File: src/sv/pll_pkg.sv
// Package for the positional list block: operation and status codes,
// cell command type shared by the control unit and the slot cells.
// No dependencies.
`timescale 1ns / 1ps
`default_nettype none

package pll_pkg;

    // Width of a slot index carried to the cells (covers up to 1024 slots)
    localparam int AT_BITS = 10;

    typedef enum logic [3:0] {
        OP_APPEND    = 4'd0,
        OP_PUSH      = 4'd1,
        OP_INSERT    = 4'd2,
        OP_POP_FRONT = 4'd3,
        OP_POP_BACK  = 4'd4,
        OP_REMOVE    = 4'd5,
        OP_READ      = 4'd6,
        OP_WRITE     = 4'd7,
        OP_CLEAR     = 4'd8
    } op_t;

    typedef enum logic [1:0] {
        ST_OK     = 2'd0,
        ST_BADPOS = 2'd1,
        ST_EMPTY  = 2'd2,
        ST_FULL   = 2'd3
    } status_t;

    // What every cell does this cycle, relative to the slot index 'at'
    typedef enum logic [2:0] {
        CELL_HOLD   = 3'd0,
        CELL_INSERT = 3'd1,  // at loads new word, above takes from below
        CELL_REMOVE = 3'd2,  // at and above take from the cell above
        CELL_WRITE  = 3'd3,  // at loads new word
        CELL_CLEAR  = 3'd4   // every cell goes to zero
    } cell_kind_t;

    typedef struct packed {
        cell_kind_t         kind;
        logic [AT_BITS-1:0] at;
    } cell_cmd_t;

endpackage

`default_nettype wire

File: src/sv/pll_cell.sv
// One slot cell of the list chain: holds a word and takes it from its
// lower or upper neighbor, from the write bus, or clears. Uses pll_pkg.
`timescale 1ns / 1ps
`default_nettype none

module pll_cell #(
    parameter int WORD_BITS = 32,
    parameter int INDEX     = 0
) (
    input  wire                      clk,
    input  wire                      rst_n,
    input  wire  pll_pkg::cell_cmd_t ctl,
    input  wire  [WORD_BITS-1:0]     wdata,
    input  wire  [WORD_BITS-1:0]     lower,
    input  wire  [WORD_BITS-1:0]     upper,
    output logic [WORD_BITS-1:0]     value
);

    localparam logic [pll_pkg::AT_BITS-1:0] MY_AT = pll_pkg::AT_BITS'(INDEX);

    logic [WORD_BITS-1:0] word_reg;
    logic [WORD_BITS-1:0] word_next;
    logic                 is_at;
    logic                 is_above;

    assign is_at    = (ctl.at == MY_AT);
    assign is_above = (MY_AT > ctl.at);

    // next word for this slot
    always_comb
    begin
        word_next = word_reg;
        unique case (ctl.kind)
            pll_pkg::CELL_INSERT:
            begin
                if (is_at)
                    word_next = wdata;
                else if (is_above)
                    word_next = lower;
            end
            pll_pkg::CELL_REMOVE:
            begin
                if (is_at || is_above)
                    word_next = upper;
            end
            pll_pkg::CELL_WRITE:
            begin
                if (is_at)
                    word_next = wdata;
            end
            pll_pkg::CELL_CLEAR:
            begin
                word_next = '0;
            end
            default:
            begin
                word_next = word_reg;
            end
        endcase
    end

    always_ff @(posedge clk or negedge rst_n)
    begin
        if (!rst_n)
            word_reg <= '0;
        else
            word_reg <= word_next;
    end

    assign value = word_reg;

endmodule

`default_nettype wire

File: config.mk
export PLATFORM = sky130hd
export DESIGN_NAME = pll_cell
export DESIGN_NICKNAME = d
export VERILOG_FILES = /design/src/sv/pll_pkg.sv /design/src/sv/pll_cell.sv
export SDC_FILE = /design/constraint.sdc
export NUM_CORES = 1
export LEC_CHECK = 0
export ABC_AREA = 1
export BUFFER_PORTS_ARGS = -buffer_cell sky130_fd_sc_hd__buf_2
export CORE_MARGIN = 5
export CORE_UTILIZATION = 44
export DETAILED_ROUTE_END_ITERATION = 8
export PLACE_DENSITY = 0.87
export SLEW_MARGIN = 30
export SYNTH_ARGS = -nofsm -noshare
export SYNTH_HDL_FRONTEND = slang
export SYNTH_SLANG_ARGS = --single-unit
File: constraint.sdc
create_clock -name clk -period 1.3 [get_ports clk]
set_clock_uncertainty 0.05 [all_clocks]
set_input_delay 0.195 -clock clk [delete_from_list [all_inputs] [get_ports clk]]
set_output_delay 0.195 -clock clk [all_outputs]
set_load 0.005 [all_outputs]
==> flow_summary.ini <==
[clocking]
clk_pin_slew_worst_paths_ns = 0.07
cts_htree_levels = 2
cts-buffers-inserted = 5
root_buffer = clkbuf_8
ctsLongestPathBuffers = 2
clkSinkCount = 32
clock_latency_ns = 0.27
cts_tree = done

[floorplan]
start_util = 0.453
num_rows = 27
dieArea_um2 = 7280
io_pins = 143
die_h_um = 85.3
core_um2 = 5510
die_width_um = 85.3

[logic_synthesis]
yosysTopAreaCellShare = 0.321
synth_top_area_cell = dfrtp_1
postSynthCellCount = 431
syn_avg_cell_area_um2 = 5.79
ys_warn_count = 0
ys_seq_area_frac = 0.321
synth.cell_area_um2 = 2490
ys_ff_latch = 32
ys_types = 17
synthTopCellsByArea = dfrtp_1 32%, nor2_1 30%, nand2_1 9.9%
synth_nets = 542

[sta]
fin_ws_ns = 0.0756
hold_ws_ns = 0.191
slew_headroom = 0.743
finalSetupViolCount = 0
slew_violations = 0
final_hold_viol_count = 0
period_share = 0.942
fmaxAchievable_mhz = 817
fin_setup_tns_ns = 0
worstMarginPinSlew_ns = 0.385
min_period_ns = 1.22

[layout]
largest_reg_flops = 32
area_delta_synth_final_pct = 43.4
instances_no_fill = 656
diodes = 0
finalInstanceArea_um2 = 3580
drive_above_1_share = 0.322
nets = 694

[power_and_ir_drop]
irDropWorstVdd_uv = 516
power_leakage_nw = 1.95
power_density_nw_per_um2 = 904

[worst_setup_path]
rr_worst_depth = 2
crit_type = in -> reg
cp-end-kind = flop
r2r-end = value[11]
r2r_start = value[11]
start_kind = input pin
cp_max_fo = 16
rrSetupSlack_ns = 0.58
cp.required_ns = 1.42
worst_ep_arrival_time_ns = 1.34

[placed_design]
pre_cts_slack_ns = -0.391
placed_area_um2 = 3340
port-buffer-count = 142
hpwl_um = 6160
dpl.cell_count = 641
place.gp.congestion = 0.841

[worst_hold_path]
hold-path-cell-count = 5
worstHoldPathType = in -> reg
worstHoldStart = upper[23]
hold_end = value[23]

[drt]
drt_first_pass_iters = 4
wl_um = 8340
dr.first_iter.drc_count = 153
drcViolationCount = 0
ant_nets = 0
wl_per_cell_um = 12.7
vias = 3185
vias_per_cell = 4.86

[run]
drv_cap = 0

[global_route]
gr-total-overflow = 0
grt_pass1_vias = 3041
grt_pass1_wl_um = 13500
grt_max_degree = 33
antenna_found_initial = 0
grt_usage = 0.225

[status]
status = complete, no violations
per-stage QoR:
step                utilization  total power (W)
floorplan                     -          0.00178
global placement          0.606          0.00224
detailed placement        0.606          0.00227
CTS                       0.630          0.00323
global route              0.650          0.00347
finish                    0.650          0.00323
synthesized netlist by cell type:
cell	n
nand2_4	1
nand2_2	2
nor3_4	1
nor2_1	199
buf_4	3
inv_1	35
inv_2	1
nand3_2	1
nand3_1	34
nor2_4	1
nor2_2	1
nand2_1	66
buf_1	3
a21oi_1	33
buf_6	6
dfrtp_1	32
buf_2	12
worst max-delay path, stage by stage:
cell	delay, ns
buf_2	0.09
inv_2	0.05
buf_4	0.14
nor3_4	0.28
buf_6	0.16
nor2_4	0.04
buf_12	0.15
nand2_1	0.06
nor2_1	0.04
nor2_1	0.09
nor2_1	0.05
cell type report:
type                            count  area [um2]
Timing Repair Buffer              168        1020
Fill cell                         496        1930
Clock inverter                      2        35.0
Clock buffer                        6        72.6
Sequential cell                    32         801
Multi-Input combinational cell    340        1420
Inverter                           36         135
Tap cell                           72        90.1
how the worst max path moves through the flow:
| stage | to | start | depth (start not counted) |
|---|---|---|---|
| finish | value[25] | ctl[11] | 11 |
| global route | value[0] | ctl[11] | 11 |
| CTS | value[6] | ctl[12] | 8 |
| detailed placement | value[16] | ctl[11] | 10 |
| global placement | value[30] | ctl[11] | 9 |
| floorplan | value[10] | ctl[0] | 9 |
routing by layer:
layer	track usage	part of all wire
met1	0.274	0.40
met2	0.395	0.50
met3	0.0456	0.083
met4	0.0748	0.013
met5	0	0
cell usage in the layout (no fill, tap or decap), drive strengths merged:
cell,Yosys,layout
nor3,1,1
dlygate4sd3,0,1
clkinv,0,1
dfrtp,32,32
nand3,35,35
a21oi,33,33
clkbuf,0,7
nand2,69,69
buf,24,166
bufinv,0,1
inv,36,36
nor2,201,202
where the power goes:
part / internal (W) / switching (W)
Combinational: 0.000509 / 0.000509
Clock: 0.000569 / 0.000360
Sequential: 0.00119 / 0.000101
what timing repair did:
item,in CTS,in global routing
pin swaps,1,5
hold endpoints to repair,14,0
setup buffers,0,4
gates cloned,1,1
hold buffers,1,0
gates resized for setup,2,9
endpoints found under the setup margin,32,32
cells by family after synthesis:
logic type,after synthesis,synth area share
simple gates,306,0.494
flops,32,0.321
buf+inv,60,0.119
compound gates,33,0.0662
Power figures use the tool's default switching activity.
