`config.mk`:
```
export PLATFORM = sky130hd
export DESIGN_NAME = pll_ctrl
export DESIGN_NICKNAME = d
export VERILOG_FILES = /design/src/sv/pll_pkg.sv /design/src/sv/pll_ctrl.sv
export SDC_FILE = /design/constraint.sdc
export NUM_CORES = 1
export LEC_CHECK = 0
export ABC_AREA = 1
export BUFFER_PORTS_ARGS = -buffer_cell sky130_fd_sc_hd__buf_2
export CORE_MARGIN = 2
export CORE_UTILIZATION = 45
export CTS_BUF_LIST = sky130_fd_sc_hd__clkbuf_4 sky130_fd_sc_hd__clkbuf_8 sky130_fd_sc_hd__clkbuf_16
export CTS_CLUSTER_DIAMETER = 40
export DETAILED_ROUTE_END_ITERATION = 6
export PLACE_DENSITY = 0.71
export SKIP_CTS_REPAIR_TIMING = 1
export SYNTH_ARGS = -nofsm -noshare
export SYNTH_HDL_FRONTEND = slang
export SYNTH_SLANG_ARGS = --single-unit
export TNS_END_PERCENT = 1
```
`constraint.sdc`:
```
create_clock -name clk -period 5.4 [get_ports clk]
set_clock_uncertainty 0.2 [all_clocks]
set_input_delay 1.62 -clock clk [delete_from_list [all_inputs] [get_ports clk]]
set_output_delay 1.62 -clock clk [all_outputs]
set_load 0.02 [all_outputs]
```
`src/sv/pll_pkg.sv`:
```
// Package for the positional list block: operation and status codes,
// cell command type shared by the control unit and the slot cells.
// No dependencies.
`timescale 1ns / 1ps
`default_nettype none

package pll_pkg;

    // Width of a slot index carried to the cells (covers up to 1024 slots)
    localparam int AT_BITS = 10;

    typedef enum logic [3:0] {
        OP_APPEND    = 4'd0,
        OP_PUSH      = 4'd1,
        OP_INSERT    = 4'd2,
        OP_POP_FRONT = 4'd3,
        OP_POP_BACK  = 4'd4,
        OP_REMOVE    = 4'd5,
        OP_READ      = 4'd6,
        OP_WRITE     = 4'd7,
        OP_CLEAR     = 4'd8
    } op_t;

    typedef enum logic [1:0] {
        ST_OK     = 2'd0,
        ST_BADPOS = 2'd1,
        ST_EMPTY  = 2'd2,
        ST_FULL   = 2'd3
    } status_t;

    // What every cell does this cycle, relative to the slot index 'at'
    typedef enum logic [2:0] {
        CELL_HOLD   = 3'd0,
        CELL_INSERT = 3'd1,  // at loads new word, above takes from below
        CELL_REMOVE = 3'd2,  // at and above take from the cell above
        CELL_WRITE  = 3'd3,  // at loads new word
        CELL_CLEAR  = 3'd4   // every cell goes to zero
    } cell_kind_t;

    typedef struct packed {
        cell_kind_t         kind;
        logic [AT_BITS-1:0] at;
    } cell_cmd_t;

endpackage

`default_nettype wire

```
`src/sv/pll_ctrl.sv`:
```
// Control unit of the positional list: length counter, operation decode,
// cell command broadcast and the result register. Uses pll_pkg.
`timescale 1ns / 1ps
`default_nettype none

module pll_ctrl #(
    parameter int MAX_ENTRIES = 64,
    parameter int WORD_BITS   = 32
) (
    input  wire                            clk,
    input  wire                            rst_n,
    // operation item
    input  wire                            cmd_valid,
    output logic                           cmd_ready,
    input  wire  [3:0]                     op,
    input  wire  [5:0]                     position,
    // result item
    output logic                           rsp_valid,
    input  wire                            rsp_ready,
    output logic [31:0]                    data_out,
    output logic [6:0]                     length_out,
    output logic [1:0]                     status,
    // chain side
    output pll_pkg::cell_cmd_t             cell_ctl,
    output logic [pll_pkg::AT_BITS-1:0]    rd_at,
    input  wire  [WORD_BITS-1:0]           rd_data
);

    localparam int CNT_W = $clog2(MAX_ENTRIES + 1);

    logic [CNT_W-1:0]       count_reg;
    logic [CNT_W-1:0]       count_next;
    logic                   rsp_valid_reg;
    logic [31:0]            dout_reg;
    logic [6:0]             len_reg;
    pll_pkg::status_t       st_reg;

    logic                   accept;
    logic [15:0]            cnt16;
    logic [15:0]            pos16;
    logic [15:0]            at16;
    logic [15:0]            len16;
    logic                   full;
    logic                   empty;
    logic                   take_read;
    pll_pkg::cell_kind_t    kind;
    pll_pkg::status_t       st;
    logic [15:0]            cnt16_next;
    logic [63:0]            rd_ext;

    assign cmd_ready = !rsp_valid_reg || rsp_ready;
    assign accept    = cmd_valid && cmd_ready;

    assign cnt16 = 16'(count_reg);
    assign pos16 = 16'(position);
    assign full  = (cnt16 == 16'(MAX_ENTRIES));
    assign empty = (cnt16 == 16'd0);

    // decode the operation against the current length
    always_comb
    begin
        kind       = pll_pkg::CELL_HOLD;
        st         = pll_pkg::ST_OK;
        at16       = 16'd0;
        take_read  = 1'b0;
        cnt16_next = cnt16;
        unique case (op)
            pll_pkg::OP_APPEND:
            begin
                if (full)
                    st = pll_pkg::ST_FULL;
                else
                begin
                    kind       = pll_pkg::CELL_INSERT;
                    at16       = cnt16;
                    cnt16_next = cnt16 + 16'd1;
                end
            end
            pll_pkg::OP_PUSH:
            begin
                if (full)
                    st = pll_pkg::ST_FULL;
                else
                begin
                    kind       = pll_pkg::CELL_INSERT;
                    cnt16_next = cnt16 + 16'd1;
                end
            end
            pll_pkg::OP_INSERT:
            begin
                if (pos16 > cnt16)
                    st = pll_pkg::ST_BADPOS;
                else if (full)
                    st = pll_pkg::ST_FULL;
                else
                begin
                    kind       = pll_pkg::CELL_INSERT;
                    at16       = pos16;
                    cnt16_next = cnt16 + 16'd1;
                end
            end
            pll_pkg::OP_POP_FRONT:
            begin
                if (empty)
                    st = pll_pkg::ST_EMPTY;
                else
                begin
                    kind       = pll_pkg::CELL_REMOVE;
                    take_read  = 1'b1;
                    cnt16_next = cnt16 - 16'd1;
                end
            end
            pll_pkg::OP_POP_BACK:
            begin
                if (empty)
                    st = pll_pkg::ST_EMPTY;
                else
                begin
                    kind       = pll_pkg::CELL_REMOVE;
                    at16       = cnt16 - 16'd1;
                    take_read  = 1'b1;
                    cnt16_next = cnt16 - 16'd1;
                end
            end
            pll_pkg::OP_REMOVE:
            begin
                if (empty)
                    st = pll_pkg::ST_EMPTY;
                else if (pos16 >= cnt16)
                    st = pll_pkg::ST_BADPOS;
                else
                begin
                    kind       = pll_pkg::CELL_REMOVE;
                    at16       = pos16;
                    take_read  = 1'b1;
                    cnt16_next = cnt16 - 16'd1;
                end
            end
            pll_pkg::OP_READ:
            begin
                if (pos16 >= cnt16)
                    st = pll_pkg::ST_BADPOS;
                else
                begin
                    at16      = pos16;
                    take_read = 1'b1;
                end
            end
            pll_pkg::OP_WRITE:
            begin
                if (pos16 >= cnt16)
                    st = pll_pkg::ST_BADPOS;
                else
                begin
                    kind = pll_pkg::CELL_WRITE;
                    at16 = pos16;
                end
            end
            pll_pkg::OP_CLEAR:
            begin
                kind       = pll_pkg::CELL_CLEAR;
                cnt16_next = 16'd0;
            end
            default:
            begin
                kind = pll_pkg::CELL_HOLD;
            end
        endcase
    end

    // cells only move on an accepted item
    assign cell_ctl.kind = accept ? kind : pll_pkg::CELL_HOLD;
    assign cell_ctl.at   = at16[pll_pkg::AT_BITS-1:0];
    assign rd_at         = at16[pll_pkg::AT_BITS-1:0];

    assign count_next = accept ? cnt16_next[CNT_W-1:0] : count_reg;
    assign len16      = cnt16_next;
    assign rd_ext     = 64'(rd_data);

    always_ff @(posedge clk or negedge rst_n)
    begin
        if (!rst_n)
        begin
            count_reg     <= '0;
            rsp_valid_reg <= 1'b0;
        end
        else
        begin
            count_reg <= count_next;
            if (accept)
                rsp_valid_reg <= 1'b1;
            else if (rsp_ready)
                rsp_valid_reg <= 1'b0;
        end
    end

    // result register, loaded with each accepted item
    always_ff @(posedge clk)
    begin
        if (accept)
        begin
            dout_reg <= take_read ? rd_ext[31:0] : 32'd0;
            len_reg  <= len16[6:0];
            st_reg   <= st;
        end
    end

    assign rsp_valid  = rsp_valid_reg;
    assign data_out   = dout_reg;
    assign length_out = len_reg;
    assign status     = st_reg;

endmodule

`default_nettype wire

```
==> metrics <==
Vert. Die Dim approximately 86 µm; Warnings, synthesis 0; Seq/Total Area, Yosys between 40% and 50%; H-tree Lvls 2; mean post-synth cell area approximately 8.4 µm²; total power 0.00156 W; wire per inst between 10 and 15 µm; Core Rows 29; Clock power frac 17.2%; max_cap viols 0; Crit. End Element output port; clock sinks 49; ANT nets after route 0; drt drc 12; GR Overflow Total 0; die width 85.7 µm; combinational share of power between 40% and 50%; Max Fanout on Critical Path 6; 1st-pass router iterations 7; crit start category input port; IO Pins about 110; PD cells between 400 and 500 mW/mm²; Int Power around 0.00088 W; vias in the first global route roughly 2400; Synth area leader edfxtp_1; Final min period between 5 and 6 ns; Clock transition at path regs about 0.08 ns; Sw Share between 40% and 50%; core region area between 0.006 and 0.007 mm²; final setup violation count 0; CTS Buf Count 5; Synth area leaders edfxtp_1, nand2_1, inv_1; vias per inst about 5; flops & latches, synth just under 50; HPWL Detailed around 5700 µm; # port buffers approximately 110; largest net degree at the start of global routing 54; failing checks DRC; max FFs per register 32; Syn-to-layout area delta 21.6%; first-pass GRT wire length between 10000 and 15000 µm; Psw between 0.0006 and 0.0007 W; Syn Std Cell Area around 0.0030 mm²; Initial Utilization a little under half; final wirelength 7370 µm; first-iteration detailed-routing DRC count about 140; Distinct cells, synth 30; Hold Crit Class register to register; critical path required time ~3.6 ns; Flop pwr share about 35%; Final Hold Fails 0; status finished with violations; maximum vdd drop roughly 0.20 mV; Root Buffer clkbuf_8; layout cells sized above 1 about 33%; Total GRT Usage between 10% and 20%; worst path arrival time 3.42 ns; leak pwr 2.06 nW; Mapped Cells 357; antenna violations before repair 0; fin area about 0.0037 mm²; RSZ-0062 raised after global routing no; Synth top area share between 40% and 50%; die area around 0.0073 mm²; Worst Tran Pin Value roughly 0.85 ns; Filler cells just under 600; Final Max Tran Viols 0; final setup TNS 0 ns; Slew HR a little over two fifths; ant diodes 0; placed inst area between 0.003 and 0.004 mm²; worst-skew pair later-pin latency 0.29 ns; largest buffer count on any clock path 2; Layout Nets approximately 520; kind of critical path input port to output port; syn_nets 414; via count roughly 2700; Final Cycle Share a little over nine tenths; f_max 191 MHz; CTS tree done; Placer Congestion ~0.93
through the flow:
step	setup slack [ns]	cells	util (%)	hold WS, ns
after detailed placement	0.188	530	55.0	0.372
final	0.159	538	56.9	0.377
after floorplan	0.254	357	-	0.354
after global routing	0.0220	538	56.9	0.419
after global placement	0.235	530	55.0	0.353
after CTS	0.182	538	56.9	0.393
critical path, cell delays in order:
cell and delay (ns):
buf_2 0.11, ha_1 0.33, nand2_1 0.08, nand2_1 0.08, a21oi_4 0.15, nand2_2 0.11, nor2_4 0.13, nand3_2 0.11
o211ai_1 0.13, buf_4 0.17, nand2_1 0.06, nand3_1 0.13, buf_2 0.20
layout by cell type (no fill, tap or decap), drive strengths merged:
cell / n
bufinv: 1
or2: 1
a22oi: 3
ha: 11
nor3: 4
nand4: 7
nand2: 105
nand3: 38
buf: 115
o21ai: 12
o31ai: 1
o211ai: 3
xor2: 6
a32o: 1
dfrtp: 8
nor2: 22
and2: 1
clkbuf: 7
edfxtp: 41
a21oi: 5
inv: 69
Yosys cell counts:
| cell | number |
|---|---|
| dfrtp_1 | 8 |
| inv_1 | 59 |
| o211ai_1 | 3 |
| o31ai_1 | 1 |
| nor2_1 | 20 |
| inv_2 | 10 |
| nor2_4 | 1 |
| nand2_2 | 8 |
| xor2_1 | 6 |
| o21ai_4 | 1 |
| buf_4 | 13 |
| nor3_1 | 4 |
| a32o_1 | 1 |
| nand3_2 | 5 |
| nand3_1 | 33 |
| nand4_1 | 7 |
| a21oi_1 | 4 |
| o21ai_0 | 6 |
| or2_2 | 1 |
| nor2_2 | 1 |
| nand2_1 | 97 |
| a21oi_4 | 1 |
| and2_1 | 1 |
| buf_6 | 4 |
| a22oi_1 | 3 |
| edfxtp_1 | 41 |
| o21ai_2 | 1 |
| buf_2 | 2 |
| ha_1 | 11 |
| o21ai_1 | 4 |
worst paths after layout:
kind                                    from           end  slack, ns  cells after the start
worst min register to register     rsp_valid     rsp_valid       0.38                      2
min in group asynchronous              rst_n  count_reg[6]       0.97                      1
max in group asynchronous              rst_n     rsp_valid       3.85                      1
worst min-delay path               rsp_valid     rsp_valid       0.38                      2
worst max-delay path             position[4]      rd_at[0]       0.16                     13
worst max register to register  count_reg[4]  data_out[25]       2.42                     11
logic make-up after synthesis:
family	after synthesis	synth area share (%)
AOI/OAI and AO/OA	25	5.79
adders and majority gates	11	4.58
xor gates and xnor gates	6	1.75
and+or+nand+nor	178	26.6
DFF	49	47.6
buffers and inverters	88	13.7
cell type report:
class,instances,area (µm²),share of cell area [%]
clock inverter,1,30.0,0.822
sequential,49,1430,39.2
inverter,69,259,7.09
timing repair buffer,115,586,16.0
tap,77,96.3,2.64
multi-input combinational,220,1160,31.8
clock buffer,7,90.1,2.46
power by group through the flow:
stage	logic, W	clock network (W)	registers, W
after floorplan	0.000535	0	0.000584
after global placement	0.000723	0	0.000558
after detailed placement	0.000731	0	0.000559
after CTS	0.000734	0.000274	0.000552
after global routing	0.000820	0.000289	0.000560
final	0.000742	0.000269	0.000553
per-layer routing:
metal | up-vias | global-route usage [%] | part of all wire [%]
met1 | 1227 | 25.8 | 45
met3 | 21 | 2.79 | 6.0
met5 | - | 0 | 0
met4 | 0 | 7.07 | 2.6
li1 | 1339 | - | -
met2 | 111 | 33.5 | 47
(Power assumes the default switching activity.)
